[src/hw/rtl/csrmv_pkg.sv]
// ----------------------------------------------------------------------------
// csrmv_pkg
// shared types, function codes and default sizes of the sparse matvec block
// ----------------------------------------------------------------------------
package csrmv_pkg;

    localparam int VECTOR_DEPTH_DEF = 1024;
    localparam int OPERAND_BITS_DEF = 16;
    localparam int ACC_BITS_DEF     = 40;

    localparam int FUNC_BITS    = 2;
    localparam int INDEX_BITS   = 10;
    localparam int VALUE_BITS   = 16;
    localparam int ROW_SUM_BITS = 40;
    localparam int ROW_NUM_BITS = 16;

    localparam logic [FUNC_BITS-1:0] FUNC_LOAD    = 2'd0;
    localparam logic [FUNC_BITS-1:0] FUNC_NONZERO = 2'd1;
    localparam logic [FUNC_BITS-1:0] FUNC_EMPTY   = 2'd2;

    typedef struct packed {
        logic [FUNC_BITS-1:0]         func;
        logic [INDEX_BITS-1:0]        index;
        logic signed [VALUE_BITS-1:0] value;
        logic                         row_end;
    } in_word_t;

    typedef struct packed {
        logic signed [ROW_SUM_BITS-1:0] row_sum;
        logic [ROW_NUM_BITS-1:0]        row_number;
        logic                           saturated;
    } out_word_t;

    typedef struct packed {
        logic                 valid;
        logic [FUNC_BITS-1:0] func;
        logic                 row_end;
    } stage_ctrl_t;

endpackage

[src/hw/rtl/csrmv_mul.sv]
// ----------------------------------------------------------------------------
// csrmv_mul
// product stage: matrix value times looked-up vector entry, registered
// ----------------------------------------------------------------------------
module csrmv_mul #(
    parameter int OPERAND_BITS = 16
) (
    input  logic                           aclk,
    input  logic                           aresetn,
    input  logic                           en,
    input  csrmv_pkg::stage_ctrl_t         in_ctrl,
    input  logic [OPERAND_BITS-1:0]        in_value,
    input  logic [OPERAND_BITS-1:0]        in_entry,
    input  logic                           in_hit,
    output csrmv_pkg::stage_ctrl_t         out_ctrl,
    output logic signed [2*OPERAND_BITS-1:0] out_product
);
    import csrmv_pkg::*;

    logic signed [OPERAND_BITS-1:0]   entry;
    logic signed [2*OPERAND_BITS-1:0] product_next;
    logic signed [2*OPERAND_BITS-1:0] product_reg;
    stage_ctrl_t                      ctrl_reg;

    // out-of-range column reads as zero
    assign entry        = in_hit ? $signed(in_entry) : '0;
    assign product_next = $signed(in_value) * entry;

    always_ff @(posedge aclk) begin
        if (!aresetn) begin
            ctrl_reg <= '0;
        end else if (en) begin
            ctrl_reg <= in_ctrl;
        end
    end

    always_ff @(posedge aclk) begin
        if (en) begin
            product_reg <= product_next;
        end
    end

    assign out_ctrl    = ctrl_reg;
    assign out_product = product_reg;

endmodule

[config.mk]
export PLATFORM = sky130hd
export DESIGN_NAME = csrmv_mul
export DESIGN_NICKNAME = d
export VERILOG_FILES = /design/src/hw/rtl/csrmv_pkg.sv /design/src/hw/rtl/csrmv_mul.sv
export SDC_FILE = /design/constraint.sdc
export NUM_CORES = 1
export LEC_CHECK = 0
export ABC_AREA = 1
export BUFFER_PORTS_ARGS = -buffer_cell sky130_fd_sc_hd__buf_4
export CORE_MARGIN = 1.5
export CORE_UTILIZATION = 60
export CTS_CLUSTER_SIZE = 12
export DETAILED_ROUTE_END_ITERATION = 7
export MAX_ROUTING_LAYER = met4
export PLACE_DENSITY = 0.87
export REMOVE_ABC_BUFFERS = 1
export SLEW_MARGIN = 20
export SYNTH_ARGS = -nofsm -noshare
export SYNTH_HDL_FRONTEND = slang
export SYNTH_SLANG_ARGS = --single-unit
[constraint.sdc]
create_clock -name aclk -period 20.1 [get_ports aclk]
set_input_delay 4.02 -clock aclk [delete_from_list [all_inputs] [get_ports aclk]]
set_output_delay 4.02 -clock aclk [all_outputs]
set_load 0.02 [all_outputs]
# Word level (Yosys, flattened, before mapping)
# Index checks and enable logic that the tools add are counted.
[word_totals]
out_inout_bits = 36
ff_bits = 36
in_bits = 40
word_cells = 6
[op_classes]
mul = 1
n_mux = 1
[ops]
columns = ["op", "count"]
rows = [
  ["$mul 16x16->32", 1],
  ["$mux 16", 1],
]

# Longest topological paths before layout
[logic_depth]
depth_word = 2
depth_mapped = 28
mapped_depth_nobuf = 26

# Worst setup path after synthesis
# OpenSTA, ideal clock, no wires.
[synth_timing]
path_kind = "input to register"
startpoint = "input in_hit"
endpoint = "register product_reg[31] (netlist: out_product[31]) (data pin)"
slack_ns = 10.694
n_path_buf = 2
setup_ns = 0.252
path_stages = 22
t_required_ns = 19.848
t_arrival_ns = 9.154
path_cell_list = "clkbuf_2 > buf_2 > nand2_1 > nor2_1 > fa_1 > fa_1 > inv_1 > fa_1 > fa_1 > fa_1 > fa_1 > inv_1 > ha_1 > nand2_1 > nor2_1 > nand2_1 > nor3_1 > nand2_1 > nand3_1 > inv_1 > nand2_1 > nand2_1"
[synth_via]
elab_chain_len = 2
[synth_rtl]
columns = ["element", "line_no", "rtl"]
rows = [
  ["start, declared", "csrmv_mul.sv:14", "input logic in_hit,"],
  ["$mux 16", "csrmv_mul.sv:26", "assign entry = in_hit ? $signed(in_entry) : '0;"],
  ["$mul 16x16->32", "csrmv_mul.sv:27", "assign product_next = $signed(in_value) * entry;"],
  ["net product_next[31]", "csrmv_mul.sv:21", "logic signed [2*OPERAND_BITS-1:0] product_next;"],
  ["end signal, assigned", "csrmv_mul.sv:39", "product_reg <= product_next;"],
  ["end, declared", "csrmv_mul.sv:22", "logic signed [2*OPERAND_BITS-1:0] product_reg;"],
]
# The timed path passes the listed nets, and every way through them passes these cells.
# A chain may end at the register's enable or synchronous reset.

# Worst setup path in the final report
# Same ends and word-level chain as after synthesis.

==> impl_metrics.py <==
metrics = {
    "routing": {
        "drtAntennaViolNets": 0,
        "drtIter0Drc": 912,
        "drc": 0,
        "firstDrtPassIters": 5,
        "routedWlPerCell_um": 17.67,
        "wl_um": 29630,
        "viasPerCell": 5.513,
        "via_count": 9245,
    },
    "synth": {
        "ys.warnings.count": 0,
        "synthCells": 1390,
        "synth_area_per_cell_sq_um": 8.240,
        "ys.flop_type": "edfxtp_1",
        "syn_area_sq_um": 11450,
        "seq_area_frac_synth_pct": 9.089,
        "yosys.cell_types.count": 29,
        "async_flop_share_pct": 0,
        "yosys_register_bits": 36,
        "synth_edf_count": 32,
    },
    "clock_network": {
        "cts_tree": "done",
        "cts-root-buf": "clkbuf_16",
        "cts_setup_buffers": 0,
        "clock-sinks": 36,
        "clk_pin_slew_ns": 0.06,
        "cts_max_level": 2,
        "cts_resized": 0,
        "holdBufCountCts": 0,
        "clk_latency_ns": 0.29,
        "cts_buffer_depth": 2,
        "numCtsBuffers": 5,
    },
    "sta": {
        "drv_slew": 0,
        "setup_tns_ns": 0,
        "fin_crit_sh_pct": 49.14,
        "rsz0062_at_grt": "no",
        "setup_viol": 0,
        "min_period_ns": 9.876,
        "tightest_slew_ns": 0.6380,
        "slew_headroom_pct": 57.36,
        "fmax_ghz": 0.1013,
        "hold_violations": 0,
        "skew_ns": 0,
    },
    "die": {
        "die_x_um": 141.2,
        "core_area_sq_um": 18710,
        "ios": 76,
        "num_rows": 50,
        "die_area_sq_um": 19930,
        "fp.dieH_um": 141.2,
        "initial_utilization_pct": 61.23,
    },
    "final_layout": {
        "fin_nets": 1827,
        "n_antenna_cell": 0,
        "layout_commonest_cell": "inv_1",
        "finalNonFillerCells": 1677,
        "final_cell_mix": "inv_1, nand2_1, fa_1",
        "syn_to_final_growth_pct": 7.593,
        "drive_above_1_share_pct": 6.999,
        "fillCellCount": 1531,
    },
    "power_and_ir_drop": {
        "ir_drop_mv": 0.1152,
        "power_density_nw_per_um2": 153.6,
        "power.leakage_nw": 6.789,
    },
    "worst_setup_path": {
        "slowest_stage": "fa_1",
        "path_cells": "buf_4 > nand2_1 > nor2_1 > inv_1 > fa_1 > inv_1 > fa_1 > inv_1 > fa_1 > inv_1 > fa_1 > fa_1 > fa_1 > ha_1 > nand2_1 > nor2_1 > nand2_1 > nor3_1 > nand2_1 > nand3_1 > inv_1 > nand2_1 > nand2_1",
        "critPathArrivalTime_ns": 9.93,
        "critPathMaxStageDelay_ns": 0.72,
        "worstPathRequired_ns": 20.15,
        "startpoint": "in_hit",
        "critPathLaunchType": "input pin",
        "cp_max_fo": 16,
        "ff2ff_setup_slack_ns": 19.49,
        "path_class": "input pin to flip-flop",
        "cp-end-kind": "flip-flop",
        "timing.rr.end": "out_ctrl[0]",
        "r2r-start": "out_ctrl[0]",
        "ff2ff_path_depth": 2,
    },
    "place": {
        "placed_cells_incl_taps": 1670,
        "dp_hpwl_um": 25400,
        "routabilityCongestion": 0.9806,
        "portBuffers": 75,
    },
    "global_routing": {
        "use_met2_pct": 53.90,
        "grt_remaining_overflow": 0,
        "grt_usage_pct": 32.71,
        "antenna_found_initial": 0,
        "grt_pass1_vias": 9921,
        "grt_max_degree": 38,
        "top_usage_layer": "met2",
        "use_met1_pct": 40.12,
        "grt_pass1_wl_um": 48240,
        "use_met3_pct": 5.842,
    },
    "worst_hold_path": {
        "hold_depth": 2,
        "hold_path_class": "flip-flop to flip-flop",
        "min_to": "out_ctrl[2]",
        "min_from": "out_ctrl[2]",
    },
    "status": {
        "outcome": "finished, final reports clean",
    },
    "flow_run": {
        "maxCapViolations": 0,
    },
}
==> stage by stage <==
stage               util, %  hold WS, ns  cell area [sq um]  power [mW]  worst slack, ns
global placement      65.16       0.4811              12190       1.758            10.06
global route          65.88       0.5362              12320       2.112            9.828
finish                65.88       0.4998              12320       1.892            10.22
detailed placement    65.16       0.4855              12190       1.800            9.959
CTS                   65.88       0.5011              12320       1.886            10.25
floorplan                 -       0.5899              11330       1.343            10.98
==> state kept, by name (all words and copies together), names as in the netlist <==
| register | flops |
|---|---|
| out_ctrl | 4 |
| out_product | 32 |
==> cell usage after synthesis (13+ instances only) <==
cell,count,area share [%]
clkbuf_1,20,0.66
o21ai_0,16,0.70
fa_1,262,46
nor2_1,185,6.1
ha_1,82,9.0
nand2_1,276,9.0
edfxtp_1,32,8.4
nand3_1,27,1.2
a21oi_1,26,1.1
nand4_1,13,0.71
inv_1,376,12
xor2_1,15,1.1
==> worst max-delay path by stage <==
stage | cells after the start | slack [ns] | to
after CTS | 23 | 10.25 | out_product[31]
final | 23 | 10.22 | out_product[31]
after global placement | 23 | 10.06 | out_product[31]
after detailed placement | 23 | 9.96 | out_product[31]
after floorplan | 22 | 10.98 | out_product[31]
after global routing | 23 | 9.83 | out_product[31]
==> worst max-delay path: cells and delay by family <==
family	cells	cell delay (ns)
fa+ha+maj	7	3.63
buf+inv	6	0.66
simple gates	10	1.61
==> layer usage <==
metal,vias to the layer above,routed length (um)
li1,4129,-
met1,4550,11120
met4,0,1417
met3,106,2544
met2,460,14550
met5,-,0
==> area by class of cell <==
cell class,count,area [sq um],area share [%]
flip-flops and latches,36,1041,8.448
well taps,234,292.8,2.376
repair buffers,75,563.0,4.569
multi-input cells,945,8866,71.95
inverters,380,1426,11.57
clock inverters,1,5.005,0.04061
clock buffers,6,128.9,1.046
==> report_power, final <==
group / leakage, nW / total (mW) / internal [mW] / switching [mW]
Clock: 0.0667 / 0.0770 / 0.0451 / 0.0319
Sequential: 0.346 / 0.181 / 0.171 / 0.00990
Combinational: 6.38 / 1.63 / 0.596 / 1.04
==> logic make-up after synthesis <==
| logic type | share of synthesized area (%) |
|---|---|
| AOI/OAI and AO/OA | 2.818 |
| xor gates and xnor gates | 1.377 |
| adders and majority gates | 54.75 |
| buffers and inverters | 13.50 |
| DFF | 9.089 |
| and+or+nand+nor | 18.46 |
No activity file was read; power rests on OpenSTA's default activity.
