**src/hw/rtl/csrmv_pkg.sv**
```systemverilog
// ----------------------------------------------------------------------------
// csrmv_pkg
// shared types, function codes and default sizes of the sparse matvec block
// ----------------------------------------------------------------------------
package csrmv_pkg;

    localparam int VECTOR_DEPTH_DEF = 1024;
    localparam int OPERAND_BITS_DEF = 16;
    localparam int ACC_BITS_DEF     = 40;

    localparam int FUNC_BITS    = 2;
    localparam int INDEX_BITS   = 10;
    localparam int VALUE_BITS   = 16;
    localparam int ROW_SUM_BITS = 40;
    localparam int ROW_NUM_BITS = 16;

    localparam logic [FUNC_BITS-1:0] FUNC_LOAD    = 2'd0;
    localparam logic [FUNC_BITS-1:0] FUNC_NONZERO = 2'd1;
    localparam logic [FUNC_BITS-1:0] FUNC_EMPTY   = 2'd2;

    typedef struct packed {
        logic [FUNC_BITS-1:0]         func;
        logic [INDEX_BITS-1:0]        index;
        logic signed [VALUE_BITS-1:0] value;
        logic                         row_end;
    } in_word_t;

    typedef struct packed {
        logic signed [ROW_SUM_BITS-1:0] row_sum;
        logic [ROW_NUM_BITS-1:0]        row_number;
        logic                           saturated;
    } out_word_t;

    typedef struct packed {
        logic                 valid;
        logic [FUNC_BITS-1:0] func;
        logic                 row_end;
    } stage_ctrl_t;

endpackage

```
**src/hw/rtl/csrmv_acc.sv**
```systemverilog
// ----------------------------------------------------------------------------
// csrmv_acc
// saturating row accumulator, row counter and output word register
// ----------------------------------------------------------------------------
module csrmv_acc #(
    parameter int OPERAND_BITS = 16,
    parameter int ACC_BITS     = 40
) (
    input  logic                             aclk,
    input  logic                             aresetn,
    input  logic                             en,
    input  csrmv_pkg::stage_ctrl_t           in_ctrl,
    input  logic signed [2*OPERAND_BITS-1:0] in_product,
    output logic                             hold,
    output logic                             m_valid,
    input  logic                             m_ready,
    output csrmv_pkg::out_word_t             m_word
);
    import csrmv_pkg::*;

    localparam int PROD_BITS = 2 * OPERAND_BITS;
    localparam int SUM_BITS  = ((ACC_BITS > PROD_BITS) ? ACC_BITS : PROD_BITS) + 1;
    localparam logic signed [SUM_BITS-1:0] ACC_MAX =
        SUM_BITS'({1'b0, {(ACC_BITS-1){1'b1}}});
    localparam logic signed [SUM_BITS-1:0] ACC_MIN = -ACC_MAX - SUM_BITS'(1);

    logic signed [ACC_BITS-1:0] acc_reg, acc_next;
    logic                       clip_reg, clip_next;
    logic [ROW_NUM_BITS-1:0]    row_cnt_reg, row_cnt_next;
    logic                       m_valid_reg, m_valid_next;
    out_word_t                  m_word_reg, m_word_next;

    logic signed [SUM_BITS-1:0] sum;
    logic signed [ACC_BITS-1:0] acc_sat;
    logic                       clip_now;
    logic                       emits;
    logic                       step;

    assign emits = in_ctrl.valid &&
                   ((in_ctrl.func == FUNC_NONZERO && in_ctrl.row_end) ||
                    in_ctrl.func == FUNC_EMPTY);
    assign hold  = emits && m_valid_reg && !m_ready;
    assign step  = en && in_ctrl.valid;

    always_comb begin
        sum = SUM_BITS'(acc_reg) + SUM_BITS'(in_product);
        if (sum > ACC_MAX) begin
            acc_sat  = ACC_BITS'(ACC_MAX);
            clip_now = 1'b1;
        end else if (sum < ACC_MIN) begin
            acc_sat  = ACC_BITS'(ACC_MIN);
            clip_now = 1'b1;
        end else begin
            acc_sat  = ACC_BITS'(sum);
            clip_now = 1'b0;
        end
    end

    always_comb begin
        acc_next     = acc_reg;
        clip_next    = clip_reg;
        row_cnt_next = row_cnt_reg;
        m_word_next  = m_word_reg;
        m_valid_next = m_valid_reg && !m_ready;
        if (step) begin
            case (in_ctrl.func)
                FUNC_LOAD: begin
                    row_cnt_next = '0;
                end
                FUNC_NONZERO: begin
                    if (in_ctrl.row_end) begin
                        m_word_next.row_sum    = ROW_SUM_BITS'($unsigned(acc_sat));
                        m_word_next.row_number = row_cnt_reg;
                        m_word_next.saturated  = clip_reg || clip_now;
                        m_valid_next           = 1'b1;
                        row_cnt_next           = row_cnt_reg + 1'b1;
                        acc_next               = '0;
                        clip_next              = 1'b0;
                    end else begin
                        acc_next  = acc_sat;
                        clip_next = clip_reg || clip_now;
                    end
                end
                FUNC_EMPTY: begin
                    m_word_next.row_sum    = '0;
                    m_word_next.row_number = row_cnt_reg;
                    m_word_next.saturated  = 1'b0;
                    m_valid_next           = 1'b1;
                    row_cnt_next           = row_cnt_reg + 1'b1;
                end
                default: begin
                end
            endcase
        end
    end

    always_ff @(posedge aclk) begin
        if (!aresetn) begin
            acc_reg     <= '0;
            clip_reg    <= 1'b0;
            row_cnt_reg <= '0;
            m_valid_reg <= 1'b0;
        end else begin
            acc_reg     <= acc_next;
            clip_reg    <= clip_next;
            row_cnt_reg <= row_cnt_next;
            m_valid_reg <= m_valid_next;
        end
    end

    always_ff @(posedge aclk) begin
        m_word_reg <= m_word_next;
    end

    assign m_valid = m_valid_reg;
    assign m_word  = m_word_reg;

    a_hold_only_when_full: assert property (@(posedge aclk) disable iff (!aresetn)
        hold |-> (m_valid_reg && !m_ready))
        else $error("stall without a waiting output word");

    a_row_end_clears: assert property (@(posedge aclk) disable iff (!aresetn)
        (step && in_ctrl.func == FUNC_NONZERO && in_ctrl.row_end)
        |=> (acc_reg == '0 && !clip_reg && m_valid_reg))
        else $error("row end did not clear accumulator or raise output");

    a_load_clears_rows: assert property (@(posedge aclk) disable iff (!aresetn)
        (step && in_ctrl.func == FUNC_LOAD) |=> (row_cnt_reg == '0))
        else $error("vector load did not clear row counter");

    a_clip_at_limit: assert property (@(posedge aclk) disable iff (!aresetn)
        (step && in_ctrl.func == FUNC_NONZERO && !in_ctrl.row_end && clip_now)
        |=> (clip_reg && (acc_reg == ACC_BITS'(ACC_MAX) || acc_reg == ACC_BITS'(ACC_MIN))))
        else $error("saturation left accumulator off its limit");

endmodule

```
**config.mk**
```make
export PLATFORM = sky130hd
export DESIGN_NAME = csrmv_acc
export DESIGN_NICKNAME = d
export VERILOG_FILES = /design/src/hw/rtl/csrmv_pkg.sv /design/src/hw/rtl/csrmv_acc.sv
export SDC_FILE = /design/constraint.sdc
export NUM_CORES = 1
export LEC_CHECK = 0
export BUFFER_PORTS_ARGS = -buffer_cell sky130_fd_sc_hd__clkbuf_2
export CAP_MARGIN = 20
export CORE_MARGIN = 2
export CORE_UTILIZATION = 54
export DETAILED_ROUTE_END_ITERATION = 10
export PLACE_DENSITY = 0.86
export SYNTH_ARGS = -nofsm -noshare
export SYNTH_HDL_FRONTEND = slang
export SYNTH_SLANG_ARGS = --single-unit
```
**constraint.sdc**
```tcl
create_clock -name aclk -period 9.93 [get_ports aclk]
set_input_delay 2.4825 -clock aclk [delete_from_list [all_inputs] [get_ports aclk]]
set_output_delay 2.4825 -clock aclk [all_outputs]
set_load 0.01 [all_outputs]
```
# ---- After elaboration in Yosys (flattened, before gate mapping)
# Index checks and enable logic that the tools add are counted.
dict set report totals {
  register_bits 115
  in_bits 40
  out_inout_bits 59
  wordCells 42
}
dict set report op_classes {
  n_addsub 2
  magnitude_cmp 2
  n_eq_ne 3
  mux 13
  n_reduce_logical 15
}
# cell n
set op_table {}
lappend op_table {{two-way mux 40 bit} 3}
lappend op_table {{one-hot mux 57 bit (2 select lines)} 1}
lappend op_table {{two-way mux 57 bit} 1}
lappend op_table {{one-hot mux 16 bit (3 select lines)} 1}
lappend op_table {{adder 40 x 32 -> 41 bit} 1}
lappend op_table {{greater-than comparator 41 x 40 -> 1 bit (second input constant)} 1}
lappend op_table {{< comparator 41 x 40 -> 1 bit (second input constant)} 1}
lappend op_table {{adder 16 x 1 -> 16 bit (second input constant)} 1}
lappend op_table {{two-way mux 16 bit} 1}
lappend op_table {{logical AND 1 bit} 6}
lappend op_table {{AND reduction 3 bit} 2}
lappend op_table {{two-way mux 1 bit} 5}
lappend op_table {{nonzero test 3 bit} 1}
lappend op_table {{== test 2 x 1 -> 1 bit (second input constant)} 1}
lappend op_table {{== test 2 bit (second input constant)} 1}
lappend op_table {{logical NOT 2 bit} 1}
lappend op_table {{logical OR 1 bit} 2}
lappend op_table {{inequality test 2 bit (second input constant)} 1}
lappend op_table {{one-hot mux 1 bit (2 select lines)} 1}
lappend op_table {{AND reduction 2 bit} 1}
lappend op_table {{nonzero test 2 bit} 1}
lappend op_table {{logical NOT 1 bit} 1}

# ---- Logic depth before layout (Yosys ltp)
# Gate-level depths: netlist of the first run.
dict set report logic_depth {
  ltp_word 7
  depth_mapped 14
}

# ---- Worst setup path before layout of the first run
# No wires, ideal clock.
dict set report synth_path {
  path_type {in2reg}
  from {in in_ctrl[1] (netlist name)}
  to {reg m_word_reg, in the netlist m_word[0] (enable)}
  setup_time_ps 472
  arrival_time_ps 5480
  required_ps 9458
  path_slack_ps 3978
  stages 5
  n_path_buf 1
  cell_sequence {inv_1 -> ha_1 -> clkbuf_1 -> mux2i_1 -> nor2_1}
}
dict set report synth_between {
  elab_chain_cells 3
  elab_cells_between_ends 5
}
# item line_no
set synth_rtl {}
lappend synth_rtl {{start, declared} csrmv_acc.sv:12} ;# input csrmv_pkg::stage_ctrl_t in_ctrl,
lappend synth_rtl {{== test 2 x 1 -> 1 bit or == test 2 bit (tied branches)} csrmv_acc.sv:66} ;# case (in_ctrl.func)
lappend synth_rtl {{inequality test 2 bit (no line) or nonzero test 2 bit (tied branches)} -}
lappend synth_rtl {{AND reduction 3 bit (no line) (*)} -}
lappend synth_rtl {{end signal, assigned} csrmv_acc.sv:112} ;# m_word_reg <= m_word_next;
lappend synth_rtl {{end, declared} csrmv_acc.sv:31} ;# out_word_t m_word_reg, m_word_next;
# Every way passes the cells marked *; elsewhere a longest branch is shown, timed or not.
# A chain may end at the register's enable or synchronous reset.

# ---- Worst setup path after layout of the first run
dict set report layout_path {
  from {in in_ctrl[2] (netlist name)}
  to {out hold}
}
dict set report layout_between {
  elab_chain_cells 6
  elab_cells_between_ends 7
}
# item line_no
set layout_rtl {}
lappend layout_rtl {{== test 2 x 1 -> 1 bit} csrmv_acc.sv:40} ;# ((in_ctrl.func == FUNC_NONZERO && in_ctrl.row_end) ||
lappend layout_rtl {{logical AND 1 bit} csrmv_acc.sv:40}
lappend layout_rtl {{logical OR 1 bit (*)} csrmv_acc.sv:40}
lappend layout_rtl {{logical AND 1 bit (*)} csrmv_acc.sv:39} ;# assign emits = in_ctrl.valid &&
lappend layout_rtl {{logical AND 1 bit (*) (2 in a row)} csrmv_acc.sv:42} ;# assign hold = emits && m_valid_reg && !m_ready;
lappend layout_rtl {{end, declared} csrmv_acc.sv:14} ;# output logic hold,
# Marked as above.

==> key figures, run 1 <==
STA
  – Max-slew headroom: 44.3%
  – Final setup violation count: 0
  – Worst Tran Pin Value: about 0.83 ns
  – Clock skew: between 0.006 and 0.007 ns
  – Period utilisation layout: 57.7%
  – Setup TNS: 0 ns
  – Final Hold Violating Endpoints: 0
  – Final min period: 5.73 ns
  – RSZ-0062 raised after global routing: false
  – Achievable clock frequency: between 150 and 200 MHz
  – Max Slew Vio Count: 0

Power
  – Leak Pwr: between 3 and 4 nW
  – Total power density per cell area: roughly 160 nW/um2
  – Design Power: 1.26 mW
  – Maximum VDD drop: 0.109 mV

Global route
  – Vias in the first global route: approximately 5.3k
  – Antenna violations before repair: 0
  – Gr ovfl total: 0
  – Largest net degree at the start of global routing: 45
  – First-pass GRT wire length: 25,700 um
  – Tot GR Track Use: between 20% and 30%

Clock network
  – CTS Buffer Depth: 2
  – Cts hold-fix bufs: 0
  – CTS Sinks: 115
  – CTS tree: built
  – H-tree levels: 4
  – Clock transition at the registers of the reported paths: about 0.050 ns
  – Clock root buffer: clkbuf_16
  – TritonCTS Buffers: 17
  – Worst-Skew Late Latency: between 0.4 and 0.5 ns
  – Setup repair bufs after CTS: 0
  – # resized after CTS: 0

Detailed routing
  – Detailed-router iteration count before antenna repair: 5
  – Post-route ant nets: 0
  – Routed WL: between 15,000 and 20,000 um
  – DR iter-0 viols: about 370
  – DR WL/cell: 17.2 um
  – Residual DRC count: 0
  – DR vias: ~5.5k
  – Routed vias/inst: 6.03

Die
  – Chip height: 114 um
  – Die area: 12,900 um2
  – Core area: around 12,000 um2
  – Ports: 99
  – Cell Rows: 40
  – Die W: between 100 and 150 um
  – Starting density of the core: between 50% and 60%

Synth
  – Area leader, netlist: edfxtp_1
  – Post-synthesis async set-or-reset flop share: 0%
  – Top cells by count, synth: 79 x nand2_1, 72 x a21oi_1, 58 x dfxtp_1
  – Post-Syn Area: between 6000 and 7000 um2
  – Area contributors post-synth: edfxtp_1 26%, dfxtp_1 18%, ha_1 8.5%, a21oi_1 5.5%, a221o_1 4.8%
  – Area share of the largest cell type after synthesis: around a quarter
  – Syn_area_per_cell: roughly 9.9 um2
  – Sequential-to-total area share from yosys stat: between 40% and 50%
  – Post-synth EDFFs: 57
  – Syn Nets: 742
  – Warnings from Yosys: 0
  – Mapped Cells: ~660
  – Synth Flop Type: dfxtp_1
  – Yosys reg bits: between 100 and 150
  – Top-count cell post-synth: nand2_1
  – Synth unique cells: between 60 and 70

Layout
  – Fill cells: about 930
  – Share of cells above drive strength 1: 20.5%
  – Area grow syn2layout: 18.1%
  – Nets@finish: around 840
  – Largest register FFs: 57
  – Ant. Diodes: 0

Worst hold path
  – HP Class: flip-flop to flip-flop

Placement
  – Post-DP HPWL: between 10,000 and 15,000 um
  – I/O Buffers: just under 100
  – GPL Wtd Cong: between 0.9 and 1

Critical path
  – Crit. End Element: output pin
  – Crit path max fanout: 5
  – Setup crit start kind: primary input
  – Req. time, crit path: between 7 and 8 ns
  – Setup CP Type: primary input to output pin
  – Crit path DAT: between 3 and 4 ns

Run
  – Max-capacitance violation count: 0

Outcome
  – Status: completed
==> per-stage QoR <==
stage / std cells / setup WS, ns / util (%) / cell area (um2) / hold WS [ns]
after CTS: 913 / 4.20 / 64.7 / 7670 / 0.451
final: 913 / 4.20 / 64.7 / 7670 / 0.452
after floorplan: 657 / 3.98 / - / 6490 / 0.429
after global placement: 881 / 3.97 / 59.6 / 7070 / 0.436
after global routing: 913 / 3.97 / 64.7 / 7670 / 0.467
after detailed placement: 881 / 3.89 / 59.6 / 7070 / 0.439
==> final cells by class <==
type	instances	area, um2	share of cell area [%]
Clock inverter	11	128	1.66
Sequential cell	115	2870	37.4
Tap cell	147	184	2.40
Multi-Input combinational cell	500	3430	44.7
Clock buffer	21	472	6.15
Timing Repair Buffer	103	528	6.88
Inverter	16	60.1	0.783
==> worst max-delay path, cell delays in order <==
cell      delay [ns]
clkbuf_2        0.11
inv_1           0.05
ha_1            0.24
a21oi_1         0.18
nor2_1          0.07
clkbuf_2        0.12
==> metal layers <==
metal	wire length (um)	vias to the layer above	global-route usage, %
met5	0	-	0
met4	304	0	8.94
met3	1000	34	6.59
met2	7510	199	40.7
met1	6880	2624	32.6
li1	-	2650	-
==> cell usage in the layout (no fill, tap or decap), types with 4 or more instances in the layout <==
master,synthesis,layout
nand4_1,8,8
dfxtp_1,58,58
clkinv_4,0,4
o21bai_1,8,8
o21ai_0,25,25
buf_4,3,5
o211ai_1,4,4
clkbuf_16,0,18
or3_1,6,6
nor3_1,4,4
a31oi_1,4,4
and2_1,12,12
xor2_1,24,24
clkbuf_2,0,98
a21oi_1,72,72
inv_1,16,16
nand2_1,79,79
ha_1,44,44
a221o_1,31,31
o21ai_1,8,8
xnor2_1,26,26
edfxtp_1,57,57
and3_1,8,8
nand2b_1,6,6
nand3_1,12,12
nor2_1,44,42
o21a_1,6,6
a21o_1,12,12
==> worst paths after layout <==
check	start	to	slack [ns]	depth (start not counted)
worst max-delay path	in_ctrl[2]	hold	4.20	6
worst min-delay path	row_cnt_reg[15]	m_word[16]	0.45	0
worst max register to register	acc_reg[0]	acc_reg[20]	6.04	12
worst min register to register	row_cnt_reg[15]	m_word[16]	0.45	0
==> report_power, final <==
part	internal (mW)	switching [mW]	total (mW)
clock	0.390	0.218	0.608
combinational	0.0504	0.0835	0.134
sequential	0.511	0.00389	0.515
==> logic make-up after synthesis <==
family	share of synthesized area, %
AO/OA/AOI/OAI	22.8
XOR/XNOR	6.74
adder cells (fa/ha/maj)	8.78
buffers and inverters	3.12
flip-flops	44.2
multiplexers	0.539
AND/OR/NAND/NOR	13.8
No activity file was read; power rests on OpenSTA's default activity.
==> inputs of run 2 (changes only) <==
--- a/config.mk
+++ b/config.mk
@@ -8,9 +8,9 @@
 export BUFFER_PORTS_ARGS = -buffer_cell sky130_fd_sc_hd__clkbuf_2
 export CAP_MARGIN = 20
 export CORE_MARGIN = 2
-export CORE_UTILIZATION = 54
+export CORE_UTILIZATION = 52
 export DETAILED_ROUTE_END_ITERATION = 10
-export PLACE_DENSITY = 0.86
+export PLACE_DENSITY = 0.87
 export SYNTH_ARGS = -nofsm -noshare
 export SYNTH_HDL_FRONTEND = slang
 export SYNTH_SLANG_ARGS = --single-unit
==> constraint.sdc (replaced) <==
create_clock -name aclk -period 4.8 [get_ports aclk]
set_input_delay 1.2 -clock aclk [delete_from_list [all_inputs] [get_ports aclk]]
set_output_delay 1.2 -clock aclk [all_outputs]
set_load 0.01 [all_outputs]
==> key figures, run 2 (synthesis gave the netlist of run 1 again) <==
Critical path
  – Setup crit start kind: primary input
  – Crit path DAT: 4.20 ns (+0.95 ns)
  – WP buf/inv: 3 (unchanged)
  – Crit path max fanout: 21 (+16)
  – Family with the most delay on the worst path: compound AO/OA/AOI/OAI gates
  – Req. time, crit path: 5.06 ns (-2.39 ns)
  – Crit path cell chain: clkbuf_2 -> ha_1 -> inv_1 -> fa_1 -> nor2b_1 -> o211ai_2 -> a311oi_2 -> o31a_1 -> a21oi_2 -> o21ai_1 -> and2_1 -> nand2_1 -> buf_4 -> or2_2 -> o211ai_1
  – Setup CP Type: primary input to flip-flop
  – Slowest-stage cell, CP: a311oi_2
  – Crit. End Element: flip-flop
  – Critical Path Max Stage Delay: 0.42 ns (+0.18 ns)

Power
  – Design Power: 2.58 mW (+110%)
  – Total power density per cell area: 334 nW/um2 (+100%)
  – Maximum VDD drop: 0.209 mV (+93%)
  – Leak Pwr: 3.32 nW (+0.14%)

Layout
  – Non-Filler Instances: 937 (+2.6%)
  – Nets@finish: 841 (+0.36%)
  – Ant. Diodes: 0 (unchanged)
  – Share of cells above drive strength 1: 20.8% (+0.31 points)
  – Largest register FFs: 57 (unchanged)
  – Most common cell after layout, fill and taps aside: clkbuf_2
  – Most frequent cells in the layout: 98 x clkbuf_2, 79 x nand2_1, 72 x a21oi_1
  – Area grow syn2layout: 18.8%

Placement
  – Post-DP HPWL: 11,100 um (-0.60%)
  – GPL Wtd Cong: 0.952 (-1.3%)
  – I/O Buffers: 98 (unchanged)
  – Inst Count DP: 905 (+2.7%)
  – Pre-CTS setup slack: 0.482 ns (-3.41 ns)

Clock network
  – Setup repair bufs after CTS: 0 (unchanged)
  – Worst-Skew Late Latency: 0.43 ns (about the same)
  – Clock root buffer: clkbuf_16
  – CTS Sinks: 115 (unchanged)
  – H-tree levels: 4 (unchanged)
  – # resized after CTS: 0 (unchanged)
  – Clock transition at the registers of the reported paths: 0.05 ns (about the same)
  – TritonCTS Buffers: 17 (unchanged)
  – CTS tree: built
  – CTS Buffer Depth: 2 (unchanged)
  – Cts hold-fix bufs: 0 (unchanged)

STA
  – Max Slew Vio Count: 0 (unchanged)
  – Clock skew: 0.0104 ns (+0.00404 ns)
  – Final Hold Violating Endpoints: 0 (unchanged)
  – Worst Slack Setup Final: 0.862 ns (-3.33 ns)
  – RSZ-0062 raised after global routing: false
  – Final min period: between 3 and 4 ns
  – Max-slew headroom: 47.3% (+2.9 points)
  – Achievable clock frequency: roughly 250 MHz
  – Period utilisation layout: slightly above 80%
  – Setup TNS: 0 ns (unchanged)
  – Worst Tran Pin Value: 0.786 ns (-0.0469 ns)
  – Final setup violation count: 0 (unchanged)

Global route
  – Vias in the first global route: 5,243 (-1.5%)
  – Tot GR Track Use: 24.6% (-0.48 points)
  – Antenna violations before repair: 0 (unchanged)
  – First-pass GRT wire length: 25,600 um (about the same)
  – Gr ovfl total: 0 (unchanged)
  – Largest net degree at the start of global routing: 42 (-6.7%)

Detailed routing
  – DR WL/cell: 17.0 um (-0.98%)
  – Routed vias/inst: 5.91 (-2.0%)
  – DR vias: 5,536 (+0.53%)
  – DR iter-0 viols: 476 (+28%)
  – Routed WL: 16,000 um (+1.6%)
  – Residual DRC count: 0 (unchanged)
  – Detailed-router iteration count before antenna repair: 5 (unchanged)
  – Post-route ant nets: 0 (unchanged)

Die
  – Cell Rows: 40 (unchanged)
  – Core area: 12,100 um2 (+2.1%)
  – Ports: 99 (unchanged)
  – Chip height: 116 um (+1.8%)
  – Starting density of the core: 53.6% (-1.1 points)
  – Die W: 116 um (+1.8%)
  – Die area: 13,400 um2 (+3.7%)

Outcome
  – Status: completed

Worst hold path
  – HP Class: flip-flop to flip-flop

Run
  – Max-capacitance violation count: 0 (unchanged)
run 2: cell count changes in the layout (fill, tap and decap cells not counted):
cell / before / now
clkinv_4: 4 / 0
bufinv_16: 2 / 1
clkbuf_8: 1 / 0
buf_4: 5 / 7
buf_12: 0 / 1
inv_6: 0 / 2
clkinvlp_4: 3 / 5
clkbuf_16: 18 / 19
clkinv_2: 2 / 3
run 2: where the power goes:
group	internal (mW)	switching [mW]
logic	0.106	0.175
registers	1.06	0.00856
clock network	0.771	0.460
run 2: routing by layer:
metal | track usage, % | wire [um]
met1 | 31.8 | 7000
met4 | 11.0 | 436
met2 | 39.8 | 7460
met3 | 5.49 | 1050
met5 | 0 | 0
run 2: layout make-up:
| cell class | count | area [um2] |
|---|---|---|
| clock inverter | 11 | 100 |
| sequential | 115 | 2870 |
| clock buffer | 21 | 483 |
| timing repair buffer | 106 | 563 |
| multi-input combinational | 500 | 3430 |
| inverter | 16 | 60.1 |
| tap | 168 | 210 |
| fill | 1016 | 4390 |
run 2: tightest hold or removal path, cell delays in order (launching register included):
cell and delay [ns]:
dfxtp_1 0.31, nand2_1 0.06, o21ai_1 0.05
run 2: path summary, 6_finish.rpt:
path | depth (start not counted) | to | slack, ns | startpoint
setup / recovery | 15 | m_word[55] | 0.86 | in_product[0]
hold reg to reg | 2 | acc_reg[28] | 0.47 | acc_reg[28]
setup reg to reg | 14 | m_word[55] | 1.35 | acc_reg[0]
hold / removal | 2 | acc_reg[28] | 0.47 | acc_reg[28]
run 2: metrics by stage:
stage	utilization, %	area (um2)	hold WS, ns
6_report	63.7	7720	0.466
5_1_grt	63.7	7720	0.485
4_1_cts	63.7	7720	0.462
3_5_place_dp	58.9	7140	0.449
3_3_place_gp	58.9	7140	0.442
2_1_floorplan	-	6490	0.429
==> inputs of run 3 (changes only) <==
--- a/config.mk
+++ b/config.mk
@@ -5,12 +5,13 @@
 export SDC_FILE = /design/constraint.sdc
 export NUM_CORES = 1
 export LEC_CHECK = 0
+export ABC_AREA = 1
 export BUFFER_PORTS_ARGS = -buffer_cell sky130_fd_sc_hd__clkbuf_2
 export CAP_MARGIN = 20
 export CORE_MARGIN = 2
-export CORE_UTILIZATION = 52
+export CORE_UTILIZATION = 54
 export DETAILED_ROUTE_END_ITERATION = 10
-export PLACE_DENSITY = 0.87
+export PLACE_DENSITY = 0.85
 export SYNTH_ARGS = -nofsm -noshare
 export SYNTH_HDL_FRONTEND = slang
 export SYNTH_SLANG_ARGS = --single-unit
==> constraint.sdc (replaced) <==
create_clock -name aclk -period 3.8 [get_ports aclk]
set_input_delay 0.95 -clock aclk [delete_from_list [all_inputs] [get_ports aclk]]
set_output_delay 0.95 -clock aclk [all_outputs]
set_load 0.01 [all_outputs]
==> key figures, run 3 <==
Outcome
  – Status: completed

Synth
  – Area leader, netlist: edfxtp_1
  – Yosys reg bits: 115 (unchanged)
  – Area share of the largest cell type after synthesis: 22.8% (-3.6 points)
  – Post-Synth XOR/XNOR Area: 2.92% (-3.8 points)
  – Synth Flop Type: dfxtp_1
  – Synth unique cells: 39 (-42%)
  – Post-synthesis async set-or-reset flop share: 0% (unchanged)
  – Compound-Gate Fraction of Synth Area: 13.3% (-9.5 points)
  – Post-synthesis adder-cell area fraction: 7.60% (-1.2 points)
  – Main combinational cell family by area after synthesis: simple AND/OR/NAND/NOR gates
  – Area contributors post-synth: edfxtp_1 23%, nand2_1 20%, dfxtp_1 15%, a21oi_1 8.3%, ha_1 7.3%
  – Post-synth EDFFs: 57 (unchanged)
  – Syn_area_per_cell: 7.06 um2 (-29%)
  – Warnings from Yosys: 0 (unchanged)
  – Post-Syn Area: 7510 um2 (+16%)
  – Mapped Cells: 1,064 (+62%)
  – Top-count cell post-synth: nand2_1
  – Mux cell area share after synthesis: 0% (-0.54 points)
  – Syn Nets: 1,149 (+55%)
  – Sequential-to-total area share from yosys stat: 38.3% (-6.0 points)
  – Simple-gate share of the synthesized area: 30.4% (+17 points)
  – Top cells by count, synth: 396 x nand2_1, 124 x a21oi_1, 108 x inv_1

Global route
  – Vias in the first global route: 6,590 (+26%)
  – Gr ovfl total: 0 (unchanged)
  – Largest net degree at the start of global routing: 62 (+48%)
  – First-pass GRT wire length: 31,900 um (+24%)
  – Antenna violations before repair: 0 (unchanged)
  – Tot GR Track Use: 27.7% (+3.1 points)

Layout
  – Final Instance Area: 8760 um2 (+14%)
  – Largest register FFs: 57 (unchanged)
  – Most frequent cells in the layout: 396 x nand2_1, 124 x a21oi_1, 108 x inv_1
  – Ant. Diodes: 0 (unchanged)
  – Most common cell after layout, fill and taps aside: nand2_1
  – Share of cells above drive strength 1: 15.5% (-5.3 points)
  – Final core utilization: 63.9% (+0.13 points)
  – Area grow syn2layout: 16.7%
  – Nets@finish: 1,246 (+48%)

Critical path
  – Critical Path Max Stage Delay: 0.40 ns (-0.02 ns)
  – Crit path max fanout: 61 (+190%)
  – Crit. End Element: flip-flop
  – Setup CP Type: primary input to flip-flop
  – Worst-case reg-to-reg path depth: 18 (+4)
  – Setup crit start kind: primary input
  – Slowest-stage cell, CP: fa_1
  – Crit path DAT: 3.30 ns (-0.90 ns)
  – Req. time, crit path: 3.99 ns (-1.07 ns)
  – Crit path cell chain: clkbuf_2 -> ha_1 -> inv_1 -> fa_1 -> inv_1 -> nand2_1 -> nand2_1 -> nand3_1 -> nand2_2 -> nand2_1 -> nand3_2 -> nand2_2 -> nand3_1 -> nand2_1 -> nand2_2 -> buf_12 -> nand3_2 -> nand2_1 -> inv_1
  – Cell repeated most along the worst path: nand2_1

Power
  – Total power density per cell area: 381 nW/um2 (+14%)
  – Leak Pwr: 4.32 nW (+30%)
  – Maximum VDD drop: 0.302 mV (+44%)
  – Design Power: 3.34 mW (+29%)

Worst hold path
  – WHS Path Cells: 0 (-2)
  – HP Class: flip-flop to flip-flop

Clock network
  – CTS Sinks: 115 (unchanged)
  – CTS Buffer Depth: 2 (unchanged)
  – CTS tree: built
  – H-tree levels: 4 (unchanged)
  – # resized after CTS: 0 (unchanged)
  – TritonCTS Buffers: 17 (unchanged)
  – Setup repair bufs after CTS: 0 (unchanged)
  – Cts hold-fix bufs: 0 (unchanged)
  – Worst-Skew Late Latency: 0.43 ns (about the same)
  – Clock transition at the registers of the reported paths: 0.06 ns (about the same)
  – Clock root buffer: clkbuf_16

Die
  – Core area: 13,700 um2 (+13%)
  – Starting density of the core: 54.7% (+1.1 points)
  – Chip height: 122 um (+5.3%)
  – Die area: 14,900 um2 (+11%)
  – Cell Rows: 43 (+7.5%)
  – Die W: 122 um (+5.3%)
  – Ports: 99 (unchanged)

Detailed routing
  – M1 WL: 9360 um (+34%)
  – Top routing layer in use: met4
  – WL met2: 8700 um (+17%)
  – Residual DRC count: 0 (unchanged)
  – Routed WL: 20,000 um (+25%)
  – Post-route ant nets: 0 (unchanged)
  – DR WL/cell: 14.7 um (-13%)
  – DR iter-0 viols: 689 (+45%)
  – Detailed-router iteration count before antenna repair: 5 (unchanged)
  – Routed vias/inst: 5.34 (-9.6%)
  – Wire length on met3: 1300 um (+25%)
  – DR vias: 7,233 (+31%)

STA
  – Final min period: between 3 and 4 ns
  – Max-slew headroom: 40.7% (-6.6 points)
  – Achievable clock frequency: approximately 320 MHz
  – Period utilisation layout: about four fifths
  – Worst Tran Pin Value: 0.890 ns (+0.103 ns)
  – RSZ-0062 raised after global routing: false
  – Setup TNS: 0 ns (unchanged)
  – Max Slew Vio Count: 0 (unchanged)
  – Final Hold Violating Endpoints: 0 (unchanged)
  – Clock skew: 0.0101 ns (-0.000312 ns)
  – Final setup violation count: 0 (unchanged)

Placement
  – I/O Buffers: 98 (unchanged)
  – GPL Wtd Cong: 0.987 (+3.7%)
  – Post-DP HPWL: 14,400 um (+30%)
  – Placed cell area: 8190 um2 (+15%)

Run
  – Max-capacitance violation count: 0 (unchanged)
-- run 3: changes by cell type after synthesis, moves of 10 or more --
cell	delta
a21oi_1	+52
a221o_1	-31
and2_1	-10
inv_1	+92
nand2_1	+317
nand2_2	+12
nand3_1	+21
nor2_1	+35
xnor2_1	-16
-- run 3: area by class of cell --
cell class / instances / area [um2]
clock buffers: 17 / 425
clock inverters: 15 / 146
fillers: 1211 / 4960
inverters: 112 / 420
multi-input cells: 807 / 4080
flip-flops and latches: 115 / 2870
well taps: 180 / 225
repair buffers: 108 / 591
-- run 3: where the power goes --
group,total [mW],leakage [nW],switching (mW),internal [mW]
sequential,1.35,1.00,0.0111,1.34
clock,1.57,0.281,0.653,0.915
combinational,0.419,3.04,0.276,0.143
total,3.34,4.32,0.941,2.40
-- run 3: final timing paths --
check                  start          to  slack, ns
max            in_product[0]   m_word[0]       0.69
min          row_cnt_reg[14]  m_word[15]       0.44
max reg2reg       acc_reg[0]   m_word[0]       0.94
min reg2reg  row_cnt_reg[14]  m_word[15]       0.44
-- run 3: metrics by stage --
stage | setup WS, ns | hold slack [ns] | instances
2_1_floorplan | 0.495 | 0.408 | 1064
3_3_place_gp | 0.376 | 0.414 | 1322
3_5_place_dp | 0.313 | 0.422 | 1322
4_1_cts | 0.755 | 0.436 | 1354
5_1_grt | 0.457 | 0.443 | 1354
6_report | 0.692 | 0.439 | 1354
-- run 3: per-layer routing --
layer,GRT usage (%),vias to the layer above
met2,42.9,290
met5,0,-
met3,3.98,48
met4,11.6,0
met1,38.8,3247
li1,-,3648
-- run 3: critical path, delay by kind of cell --
kind / cells / cell delay [ns]
adders and majority gates: 2 / 0.64
and+or+nand+nor: 12 / 1.09
buffers and inverters: 5 / 0.57
-- run 3: logic make-up (layout without fill, tap and decap cells) --
logic type                 Yosys count  after routing
and+or+nand+nor                    557            557
AOI/OAI and AO/OA                  180            180
buffers and inverters              142            252
DFF                                115            115
adders and majority gates           45             45
xor gates and xnor gates            25             25
